<file path="config.mk">
export PLATFORM = sky130hd
export DESIGN_NAME = omni_wheel_mix_with_ramp_unit
export DESIGN_NICKNAME = d
export VERILOG_FILES = /design/src/rtl/core/omw_pkg.sv /design/src/rtl/core/omni_wheel_mix_with_ramp_unit.sv /design/src/rtl/core/omw_wheel.sv /design/src/rtl/core/omw_ramp.sv
export SDC_FILE = /design/constraint.sdc
export NUM_CORES = 2
export LEC_CHECK = 0
export CORE_MARGIN = 2
export CORE_UTILIZATION = 65
export CTS_BUF_LIST = sky130_fd_sc_hd__clkbuf_4
export DETAILED_ROUTE_END_ITERATION = 8
export DONT_BUFFER_PORTS = 1
export HOLD_SLACK_MARGIN = 0.06
export PLACE_DENSITY = 0.9
export SETUP_SLACK_MARGIN = 0.15
export SLEW_MARGIN = 5
export SYNTH_ARGS = -nofsm -noshare
export SYNTH_HDL_FRONTEND = slang
export SYNTH_SLANG_ARGS = --single-unit
</file>
<file path="constraint.sdc">
create_clock -name clock -period 18.4 [get_ports clock]
set_clock_uncertainty 0.1 [all_clocks]
set_input_delay 2.76 -clock clock [delete_from_list [all_inputs] [get_ports clock]]
set_output_delay 2.76 -clock clock [all_outputs]
set_load 0.01 [all_outputs]
</file>
<file path="src/rtl/core/omw_pkg.sv">
package omw_pkg;

   // Field widths
   localparam int HEADING_W = 11;
   localparam int CMD_W     = 13;
   localparam int TICKS_W   = 16;
   localparam int WHEEL_W   = 14;
   localparam int RAMP_W    = 14;
   localparam int STEP_W    = 26;
   localparam int WIDE_W    = 28;

   // Register widths and reset values
   localparam int SPEED_LIMIT_W = 12;
   localparam int DEADBAND_W    = 8;
   localparam int ACCEL_W       = 10;
   localparam int RAMP_LIMIT_W  = 13;
   localparam int CSR_DATA_W    = 13;
   localparam int CSR_INDEX_W   = 2;

   localparam logic [SPEED_LIMIT_W-1:0] SPEED_LIMIT_RST = 12'd4000;
   localparam logic [DEADBAND_W-1:0]    DEADBAND_RST    = 8'd20;
   localparam logic [ACCEL_W-1:0]       ACCEL_RST       = 10'd70;
   localparam logic [RAMP_LIMIT_W-1:0]  RAMP_LIMIT_RST  = 13'd4096;

   // Register indexes
   localparam logic [CSR_INDEX_W-1:0] CSR_SPEED_LIMIT = 2'd0;
   localparam logic [CSR_INDEX_W-1:0] CSR_DEADBAND    = 2'd1;
   localparam logic [CSR_INDEX_W-1:0] CSR_ACCEL       = 2'd2;
   localparam logic [CSR_INDEX_W-1:0] CSR_RAMP_LIMIT  = 2'd3;

   // Sine format
   localparam int SINE_FRAC_BITS_DEF = 15;
   localparam int SINE_ENTRIES       = 91;
   localparam int SINE_IDX_W         = 7;
   localparam int ANGLE_W            = 9;

   localparam logic [63:0] PI_Q30  = 64'd3373259426;
   localparam logic [63:0] ONE_Q30 = 64'd1073741824;

   // Wheel angle biases: wheel angle = -heading + bias (mod 360)
   localparam int BIAS_ONE   = -135;
   localparam int BIAS_TWO   = -45;
   localparam int BIAS_THREE = -315;
   localparam int BIAS_FOUR  = -225;

   // Clamped command split into sign and magnitude
   typedef struct packed {
      logic             neg;
      logic [CMD_W-1:0] mag;
   } cmd_type;

   // Ramp settings
   typedef struct packed {
      logic [DEADBAND_W-1:0]   deadband;
      logic [ACCEL_W-1:0]      accel;
      logic [RAMP_LIMIT_W-1:0] limit;
   } ramp_cfg_type;

   // sin of k degrees (0..90), unsigned with frac fraction bits; elaboration only
   function automatic logic [31:0] sine_q(input int k, input int frac);
      logic [63:0] x;
      logic [63:0] x2;
      logic [63:0] term;
      logic [63:0] sum;
      logic [63:0] r;
      if (k == 0) begin
         return 32'd0;
      end
      if (k >= 90) begin
         return 32'(64'd1 << frac);
      end
      x    = (64'(k) * PI_Q30) / 64'd180;
      x2   = (x * x) >> 30;
      sum  = x;
      term = ((x * x2) >> 30) / 64'd6;
      sum  = sum - term;
      term = ((term * x2) >> 30) / 64'd20;
      sum  = sum + term;
      term = ((term * x2) >> 30) / 64'd42;
      sum  = sum - term;
      term = ((term * x2) >> 30) / 64'd72;
      sum  = sum + term;
      term = ((term * x2) >> 30) / 64'd110;
      sum  = sum - term;
      term = ((term * x2) >> 30) / 64'd156;
      sum  = sum + term;
      term = ((term * x2) >> 30) / 64'd210;
      sum  = sum - term;
      term = ((term * x2) >> 30) / 64'd272;
      sum  = sum + term;
      if (sum > ONE_Q30) begin
         sum = ONE_Q30;
      end
      r = (sum + (64'd1 << (29 - frac))) >> (30 - frac);
      if (r > (64'd1 << frac)) begin
         r = 64'd1 << frac;
      end
      return 32'(r);
   endfunction

endpackage

</file>
<file path="src/rtl/core/omni_wheel_mix_with_ramp_unit.sv">
// Four-wheel omni drive mixer with a ramped speed tracker.
//
// Input channel (req_*): heading in degrees, signed command speed and the
// ticks elapsed since the previous command. Result channel (rsp_*): four
// wheel speeds (offsets +45, +135, -135, -45 degrees on the mirrored heading,
// scaled by the clamped command) and the ramped speed after this item.
// Both channels use valid/stall; an item moves when valid is high and stall
// is low.
//
// The input register feeds the result register, which drives rsp_valid.
// Throughput is one item per cycle while rsp_stall is low, set by the single
// pass through the sine tables, the four wheel multipliers and the ramp
// update.
// When the receiver stalls, the result register holds and the input register
// still takes one more item; req_stall rises only when both are full.
//
// Reset (synchronous, active high) empties both registers, sets the ramped
// speed to zero and loads the default register values. The user must write the
// registers via csr_write/index/wdata only while the block is idle (unchecked).
module omni_wheel_mix_with_ramp_unit #(
   parameter int SINE_FRAC_BITS = omw_pkg::SINE_FRAC_BITS_DEF
) (
   input  logic                                 clock,
   input  logic                                 reset,
   // configuration
   input  logic                                 csr_write,
   input  logic [omw_pkg::CSR_INDEX_W-1:0]      csr_index,
   input  logic [omw_pkg::CSR_DATA_W-1:0]       csr_wdata,
   // input channel
   input  logic                                 req_valid,
   output logic                                 req_stall,
   input  logic signed [omw_pkg::HEADING_W-1:0] req_heading_deg,
   input  logic signed [omw_pkg::CMD_W-1:0]     req_command_speed,
   input  logic [omw_pkg::TICKS_W-1:0]          req_elapsed_ticks,
   // result channel
   output logic                                 rsp_valid,
   input  logic                                 rsp_stall,
   output logic signed [omw_pkg::WHEEL_W-1:0]   rsp_wheel_one,
   output logic signed [omw_pkg::WHEEL_W-1:0]   rsp_wheel_two,
   output logic signed [omw_pkg::WHEEL_W-1:0]   rsp_wheel_three,
   output logic signed [omw_pkg::WHEEL_W-1:0]   rsp_wheel_four,
   output logic signed [omw_pkg::RAMP_W-1:0]    rsp_ramped_speed
);

   localparam int HV_W = 12;

   // configuration registers
   logic [omw_pkg::SPEED_LIMIT_W-1:0] speed_limit_ff;
   logic [omw_pkg::DEADBAND_W-1:0]    deadband_ff;
   logic [omw_pkg::ACCEL_W-1:0]       accel_ff;
   logic [omw_pkg::RAMP_LIMIT_W-1:0]  ramp_limit_ff;

   // input register
   logic                                 in_valid_ff;
   logic signed [omw_pkg::HEADING_W-1:0] heading_ff;
   logic signed [omw_pkg::CMD_W-1:0]     command_ff;
   logic [omw_pkg::TICKS_W-1:0]          ticks_ff;

   // result register and ramp state
   logic                                 out_valid_ff;
   logic signed [omw_pkg::WHEEL_W-1:0]   wheel_one_ff;
   logic signed [omw_pkg::WHEEL_W-1:0]   wheel_two_ff;
   logic signed [omw_pkg::WHEEL_W-1:0]   wheel_three_ff;
   logic signed [omw_pkg::WHEEL_W-1:0]   wheel_four_ff;
   logic signed [omw_pkg::RAMP_W-1:0]    ramp_speed_ff;
   logic signed [omw_pkg::RAMP_W-1:0]    ramp_speed_in;

   logic                                 out_load;
   logic                                 in_load;
   logic signed [omw_pkg::CMD_W-1:0]     cmd_clamped;
   omw_pkg::cmd_type                     cmd_split;
   omw_pkg::ramp_cfg_type                ramp_cfg;
   logic [HV_W-1:0]                      heading_biased;
   logic [omw_pkg::ANGLE_W-1:0]          heading_mod;
   logic signed [omw_pkg::WHEEL_W-1:0]   wheel_one;
   logic signed [omw_pkg::WHEEL_W-1:0]   wheel_two;
   logic signed [omw_pkg::WHEEL_W-1:0]   wheel_three;
   logic signed [omw_pkg::WHEEL_W-1:0]   wheel_four;

   // flow control
   assign out_load  = in_valid_ff && (!out_valid_ff || !rsp_stall);
   assign in_load   = req_valid && !req_stall;
   assign req_stall = in_valid_ff && !out_load;

   // configuration writes
   always_ff @(posedge clock) begin
      if (reset) begin
         speed_limit_ff <= omw_pkg::SPEED_LIMIT_RST;
         deadband_ff    <= omw_pkg::DEADBAND_RST;
         accel_ff       <= omw_pkg::ACCEL_RST;
         ramp_limit_ff  <= omw_pkg::RAMP_LIMIT_RST;
      end else if (csr_write) begin
         case (csr_index)
            omw_pkg::CSR_SPEED_LIMIT: begin
               speed_limit_ff <= omw_pkg::SPEED_LIMIT_W'(csr_wdata);
            end
            omw_pkg::CSR_DEADBAND: begin
               deadband_ff <= omw_pkg::DEADBAND_W'(csr_wdata);
            end
            omw_pkg::CSR_ACCEL: begin
               accel_ff <= omw_pkg::ACCEL_W'(csr_wdata);
            end
            omw_pkg::CSR_RAMP_LIMIT: begin
               ramp_limit_ff <= omw_pkg::RAMP_LIMIT_W'(csr_wdata);
            end
            default: begin
            end
         endcase
      end
   end

   // input register
   always_ff @(posedge clock) begin
      if (reset) begin
         in_valid_ff <= 1'b0;
      end else if (in_load) begin
         in_valid_ff <= 1'b1;
      end else if (out_load) begin
         in_valid_ff <= 1'b0;
      end
   end

   always_ff @(posedge clock) begin
      if (in_load) begin
         heading_ff <= req_heading_deg;
         command_ff <= req_command_speed;
         ticks_ff   <= req_elapsed_ticks;
      end
   end

   // command clamp and sign/magnitude split
   always_comb begin
      if (command_ff > $signed({1'b0, speed_limit_ff})) begin
         cmd_clamped = $signed({1'b0, speed_limit_ff});
      end else begin
         cmd_clamped = command_ff;
      end
      cmd_split.neg = cmd_clamped[omw_pkg::CMD_W-1];
      cmd_split.mag = cmd_clamped[omw_pkg::CMD_W-1] ? omw_pkg::CMD_W'(-cmd_clamped)
                                                    : omw_pkg::CMD_W'(cmd_clamped);
   end

   // heading mod 360: bias by 1080 into 56..2103, then subtract the right multiple
   assign heading_biased = HV_W'(heading_ff) + HV_W'(1080);

   always_comb begin
      if (heading_biased >= HV_W'(1800)) begin
         heading_mod = omw_pkg::ANGLE_W'(heading_biased - HV_W'(1800));
      end else if (heading_biased >= HV_W'(1440)) begin
         heading_mod = omw_pkg::ANGLE_W'(heading_biased - HV_W'(1440));
      end else if (heading_biased >= HV_W'(1080)) begin
         heading_mod = omw_pkg::ANGLE_W'(heading_biased - HV_W'(1080));
      end else if (heading_biased >= HV_W'(720)) begin
         heading_mod = omw_pkg::ANGLE_W'(heading_biased - HV_W'(720));
      end else if (heading_biased >= HV_W'(360)) begin
         heading_mod = omw_pkg::ANGLE_W'(heading_biased - HV_W'(360));
      end else begin
         heading_mod = omw_pkg::ANGLE_W'(heading_biased);
      end
   end

   // four wheel lanes
   omw_wheel #(.SINE_FRAC_BITS(SINE_FRAC_BITS), .ANGLE_BIAS(omw_pkg::BIAS_ONE)) u_wheel_one (
      .heading_mod (heading_mod),
      .cmd         (cmd_split),
      .wheel       (wheel_one)
   );

   omw_wheel #(.SINE_FRAC_BITS(SINE_FRAC_BITS), .ANGLE_BIAS(omw_pkg::BIAS_TWO)) u_wheel_two (
      .heading_mod (heading_mod),
      .cmd         (cmd_split),
      .wheel       (wheel_two)
   );

   omw_wheel #(.SINE_FRAC_BITS(SINE_FRAC_BITS), .ANGLE_BIAS(omw_pkg::BIAS_THREE)) u_wheel_three (
      .heading_mod (heading_mod),
      .cmd         (cmd_split),
      .wheel       (wheel_three)
   );

   omw_wheel #(.SINE_FRAC_BITS(SINE_FRAC_BITS), .ANGLE_BIAS(omw_pkg::BIAS_FOUR)) u_wheel_four (
      .heading_mod (heading_mod),
      .cmd         (cmd_split),
      .wheel       (wheel_four)
   );

   // ramp update
   assign ramp_cfg.deadband = deadband_ff;
   assign ramp_cfg.accel    = accel_ff;
   assign ramp_cfg.limit    = ramp_limit_ff;

   omw_ramp u_ramp (
      .cfg        (ramp_cfg),
      .cmd        (cmd_clamped),
      .ticks      (ticks_ff),
      .speed      (ramp_speed_ff),
      .speed_next (ramp_speed_in)
   );

   // result register; ramp state advances with each item loaded into it
   always_ff @(posedge clock) begin
      if (reset) begin
         out_valid_ff  <= 1'b0;
         ramp_speed_ff <= '0;
      end else begin
         if (out_load) begin
            out_valid_ff  <= 1'b1;
            ramp_speed_ff <= ramp_speed_in;
         end else if (!rsp_stall) begin
            out_valid_ff <= 1'b0;
         end
      end
   end

   always_ff @(posedge clock) begin
      if (out_load) begin
         wheel_one_ff   <= wheel_one;
         wheel_two_ff   <= wheel_two;
         wheel_three_ff <= wheel_three;
         wheel_four_ff  <= wheel_four;
      end
   end

   assign rsp_valid        = out_valid_ff;
   assign rsp_wheel_one    = wheel_one_ff;
   assign rsp_wheel_two    = wheel_two_ff;
   assign rsp_wheel_three  = wheel_three_ff;
   assign rsp_wheel_four   = wheel_four_ff;
   assign rsp_ramped_speed = ramp_speed_ff;

endmodule

</file>
<file path="src/rtl/core/omw_wheel.sv">
module omw_wheel #(
   parameter int SINE_FRAC_BITS = omw_pkg::SINE_FRAC_BITS_DEF,
   parameter int ANGLE_BIAS     = omw_pkg::BIAS_ONE
) (
   input  logic [omw_pkg::ANGLE_W-1:0]  heading_mod,
   input  omw_pkg::cmd_type             cmd,
   output logic signed [omw_pkg::WHEEL_W-1:0] wheel
);

   localparam int SW     = SINE_FRAC_BITS + 1;
   localparam int PROD_W = omw_pkg::CMD_W + SW;
   localparam int T_W    = 11;

   logic [SW-1:0]                     sine_rom [0:omw_pkg::SINE_ENTRIES-1];
   logic [T_W-1:0]                    t_raw;
   logic [omw_pkg::ANGLE_W-1:0]       angle;
   logic [omw_pkg::SINE_IDX_W-1:0]    idx;
   logic                              quad_neg;
   logic [PROD_W-1:0]                 prod;
   logic [omw_pkg::WHEEL_W-1:0]       mag;

   // Constant quarter-wave sine table
   for (genvar gk = 0; gk < omw_pkg::SINE_ENTRIES; gk++) begin : g_rom
      assign sine_rom[gk] = SW'(omw_pkg::sine_q(gk, SINE_FRAC_BITS));
   end

   // Wheel angle in 0..359: 720 + bias - heading lands in 46..675
   assign t_raw = T_W'(720 + ANGLE_BIAS) - T_W'(heading_mod);
   assign angle = (t_raw >= T_W'(360)) ? omw_pkg::ANGLE_W'(t_raw - T_W'(360))
                                       : omw_pkg::ANGLE_W'(t_raw);

   // Quadrant fold
   always_comb begin
      if (angle <= 9'd90) begin
         idx      = omw_pkg::SINE_IDX_W'(angle);
         quad_neg = 1'b0;
      end else if (angle <= 9'd180) begin
         idx      = omw_pkg::SINE_IDX_W'(9'd180 - angle);
         quad_neg = 1'b0;
      end else if (angle <= 9'd270) begin
         idx      = omw_pkg::SINE_IDX_W'(angle - 9'd180);
         quad_neg = 1'b1;
      end else begin
         idx      = omw_pkg::SINE_IDX_W'(9'd360 - angle);
         quad_neg = 1'b1;
      end
   end

   // Magnitude product, truncated toward zero, then sign applied
   assign prod  = PROD_W'(cmd.mag) * PROD_W'(sine_rom[idx]);
   assign mag   = omw_pkg::WHEEL_W'(prod >> SINE_FRAC_BITS);
   assign wheel = (quad_neg ^ cmd.neg) ? -$signed(mag) : $signed(mag);

endmodule

</file>
<file path="src/rtl/core/omw_ramp.sv">
module omw_ramp (
   input  omw_pkg::ramp_cfg_type                 cfg,
   input  logic signed [omw_pkg::CMD_W-1:0]      cmd,
   input  logic [omw_pkg::TICKS_W-1:0]           ticks,
   input  logic signed [omw_pkg::RAMP_W-1:0]     speed,
   output logic signed [omw_pkg::RAMP_W-1:0]     speed_next
);

   localparam int W = omw_pkg::WIDE_W;

   logic [omw_pkg::STEP_W-1:0] step;
   logic signed [W-1:0]        step_w;
   logic signed [W-1:0]        cmd_w;
   logic signed [W-1:0]        s_w;
   logic signed [W-1:0]        db_w;
   logic signed [W-1:0]        lim_w;
   logic signed [W-1:0]        n_w;

   // Ramp step for the elapsed time, full width
   assign step   = omw_pkg::STEP_W'(cfg.accel) * omw_pkg::STEP_W'(ticks);
   assign step_w = $signed(W'(step));
   assign cmd_w  = W'(cmd);
   assign s_w    = W'(speed);
   assign db_w   = $signed(W'(cfg.deadband));
   assign lim_w  = $signed(W'(cfg.limit));

   // Move toward the command; leaving zero always takes a unit step
   always_comb begin
      n_w = s_w;
      if (cmd_w < db_w && cmd_w > -db_w) begin
         n_w = '0;
      end else if (cmd_w > s_w) begin
         if (s_w < 0) begin
            n_w = s_w + step_w;
            if (cmd_w < n_w) n_w = cmd_w;
         end else if (s_w > 0) begin
            n_w = s_w + step_w;
            if (n_w > lim_w) n_w = lim_w;
            if (cmd_w < n_w) n_w = cmd_w;
         end
         if (n_w == 0) n_w = W'(1);
      end else if (cmd_w < s_w) begin
         if (s_w < 0) begin
            n_w = s_w - step_w;
            if (n_w < -lim_w) n_w = -lim_w;
            if (cmd_w > n_w) n_w = cmd_w;
         end else if (s_w > 0) begin
            n_w = s_w - step_w;
            if (cmd_w > n_w) n_w = cmd_w;
         end
         if (n_w == 0) n_w = -W'(1);
      end
   end

   assign speed_next = omw_pkg::RAMP_W'(n_w);

endmodule

</file>
==> impl_results.md <==
- Post-synth ARST share: 0
- Routed length on met1: 69800 um
- CTS clk-pin slew, worst paths: 170 ps
- Largest net degree at the start of global routing: 70
- Placed insts: 8621
- HPWL Detailed: 147000 um
- Worst path max stage delay: 680 ps
- FF+latch count, synth: 155
- First-pass GRT wire length: 309000 um
- Clk root buf: clkbuf_4
- Chip height: 307 um
- Cts hold-fix bufs: 0
- Seq/Total Area, Yosys: 0.0681
- Commonest non-fill, non-tap cell in the layout: inv_1
- Status: complete, but fails checks
- Worst skew pair latency: 980 ps
- Total CTS buffers: 17
- Failing checks: design-rule violations
- Final instance area: 61300 um^2
- CP Data Arrival Time: 17780 ps
- DR top layer: met5
- CTS H-Tree Depth: 4
- Commonest non-fill, non-tap cells in the layout: inv_1 (1123), nand2_1 (952), fa_1 (724)
- Post-Syn Nets: 9176
- Mapped cell area: 59700 um^2
- Kind of capture point of the worst setup path: flop
- CP Data Required Time: 18970 ps
- Routed vias/inst: 6.69
- Yosys warnings: 0
- Worst Setup Start Kind: flop
- Syn_area_per_cell: 7.74 um^2
- Nets: 8926
- Sinks on Clock Net: 155
- CTS tree: yes
- DRC Markers: 6
- Top_reg_cell synth: edfxtp_1
- Max Slew Vio Count: 0
- DR iter-0 viols: 7705
- RSZ-0062 raised after global routing: no
- Fin crit period: 17210 ps
- Cells after Synth: 7709
- Final Hold Fails: 0
- Vias in the first global route: 58400
- Post-synth top area share: 0.243
- Actual slew at the worst max-slew pin: 1280 ps
- Post-synth EDFFs: 96
- Distinct cells, synth: 131
- Vias: 58000
- Die ar.: 94300 um^2
- Ports: 132
- Slowest CP cell: a32oi_2
- F_max: 58.1 MHz
- Row cnt: 111
- Hold Slack: 365 ps
- Rel. slew slack: 0.142
- Metal2 WL: 84300 um
- Most used cell, CP: ha_1
- Worst Path Max Fanout: 17
- Final setup violation count: 0
- GPL Wtd Cong: 1.03
- Drt wl/cell: 22.3 um
- Area grow syn2layout: 2.63%
- Period utilization: 0.935
- Max-cap viol count: 0
- Non-Filler Instances: 8662
- Die X: 307 um
- Starting Density: 0.653
- Share of layout cells above drive strength 1: 0.0562
- GRT overflow: 0
- Hold Crit Class: flop to flop
- Top post-synthesis cells by area: fa_1 (24%), ha_1 (14%), inv_1 (7.1%)
- Final wirelength: 193000 um
- Setup TNS: 0 ps
- DRT Pass-1 Iters: 9
- Area post-placement: 60900 um^2
- Final ANT Viol Nets: 0
- WS Path Type: flop to flop
- Met3 wire len: 26300 um
- Placeable Area: 91400 um^2
- Gr usage total: 0.411
- Port buffer count: 0
- Top cell type by total area after synthesis: fa_1
- Initial antenna violation count: 7
- Max Root-Sink Buffers: 2
-- Yosys cell counts (all sizes together) (79+ instances only) --
cell       n
edfxtp    96
a31oi     79
o21ai    326
nand3     95
ha       683
nand4     86
fa       724
and2     182
xnor2    196
clkbuf   354
a21oi    454
nor3     143
nor2     650
a211oi    81
a21o      82
inv     1134
nand2b   111
nand2    956
-- sequential cells by signal (all words and copies together) (netlist names), 8 cells and up --
signal / cells
ticks_ff: 16
rsp_ramped_speed: 14
rsp_wheel_four: 14
rsp_wheel_one: 14
rsp_wheel_three: 14
rsp_wheel_two: 14
command_ff: 13
ramp_limit_ff: 13
speed_limit_ff: 12
heading_ff: 11
accel_ff: 10
deadband_ff: 8
-- final timing paths --
path / start / to / slack [ps] / cells past startpoint
hold reg to reg: deadband_ff[3]$_SDFFE_PP0P_ / deadband_ff[3]$_SDFFE_PP0P_ / 360 / 2
setup / recovery: heading_ff[4]$_DFFE_PP_ / rsp_wheel_two[12]$_DFFE_PP_ / 1190 / 64
hold / removal: deadband_ff[3]$_SDFFE_PP0P_ / deadband_ff[3]$_SDFFE_PP0P_ / 360 / 2
setup reg to reg: heading_ff[4]$_DFFE_PP_ / rsp_wheel_two[12]$_DFFE_PP_ / 1190 / 64
-- repair_timing --
item | in CTS | in global routing
resized for setup | 0 | 1
buffers inserted | 0 | 5
endpoints found under the setup margin | 0 | 18
-- layer usage --
layer | GRT usage | up-vias
li1 | - | 25400
met1 | 0.509 | 27400
met2 | 0.639 | 4125
met3 | 0.128 | 992
met4 | 0.226 | 4
met5 | 0 | -
-- worst max-delay path: cells and delay by family, from the launching register on --
kind	cells	cell delay, ps
buf+inv	11	1660
simple gates	18	4030
compound gates	18	4600
xor+xnor	4	970
flops	1	570
fa+ha+maj	13	5010
-- through the flow --
step | setup slack [ps] | utilization
after floorplan | 2610 | -
after global placement | 1440 | 0.667
after detailed placement | 940 | 0.667
after CTS | 823 | 0.670
after global routing | 217 | 0.671
final | 1190 | 0.671
-- cells by family after synthesis --
group	after synthesis	share of synthesized area
and+or+nand+nor	2554	0.199
AOI/OAI and AO/OA	1654	0.187
buffers and inverters	1565	0.0994
adders and majority gates	1407	0.386
xor gates and xnor gates	264	0.0404
DFF	155	0.0681
muxes	110	0.0197
-- layout make-up --
| cell class | instances | area, um^2 |
|---|---|---|
| tap | 1186 | 1480 |
| fill | 7060 | 30100 |
| clock buffer | 17 | 128 |
| inverter | 1141 | 4280 |
| multi-input combinational | 5989 | 50000 |
| clock inverter | 15 | 158 |
| sequential | 155 | 4070 |
| antenna | 4 | 10.0 |
| timing repair buffer | 155 | 1180 |
Power is left out: the tool's default activity adds up to more than one toggle a clock period on the data nets, which glitch-free logic cannot reach.
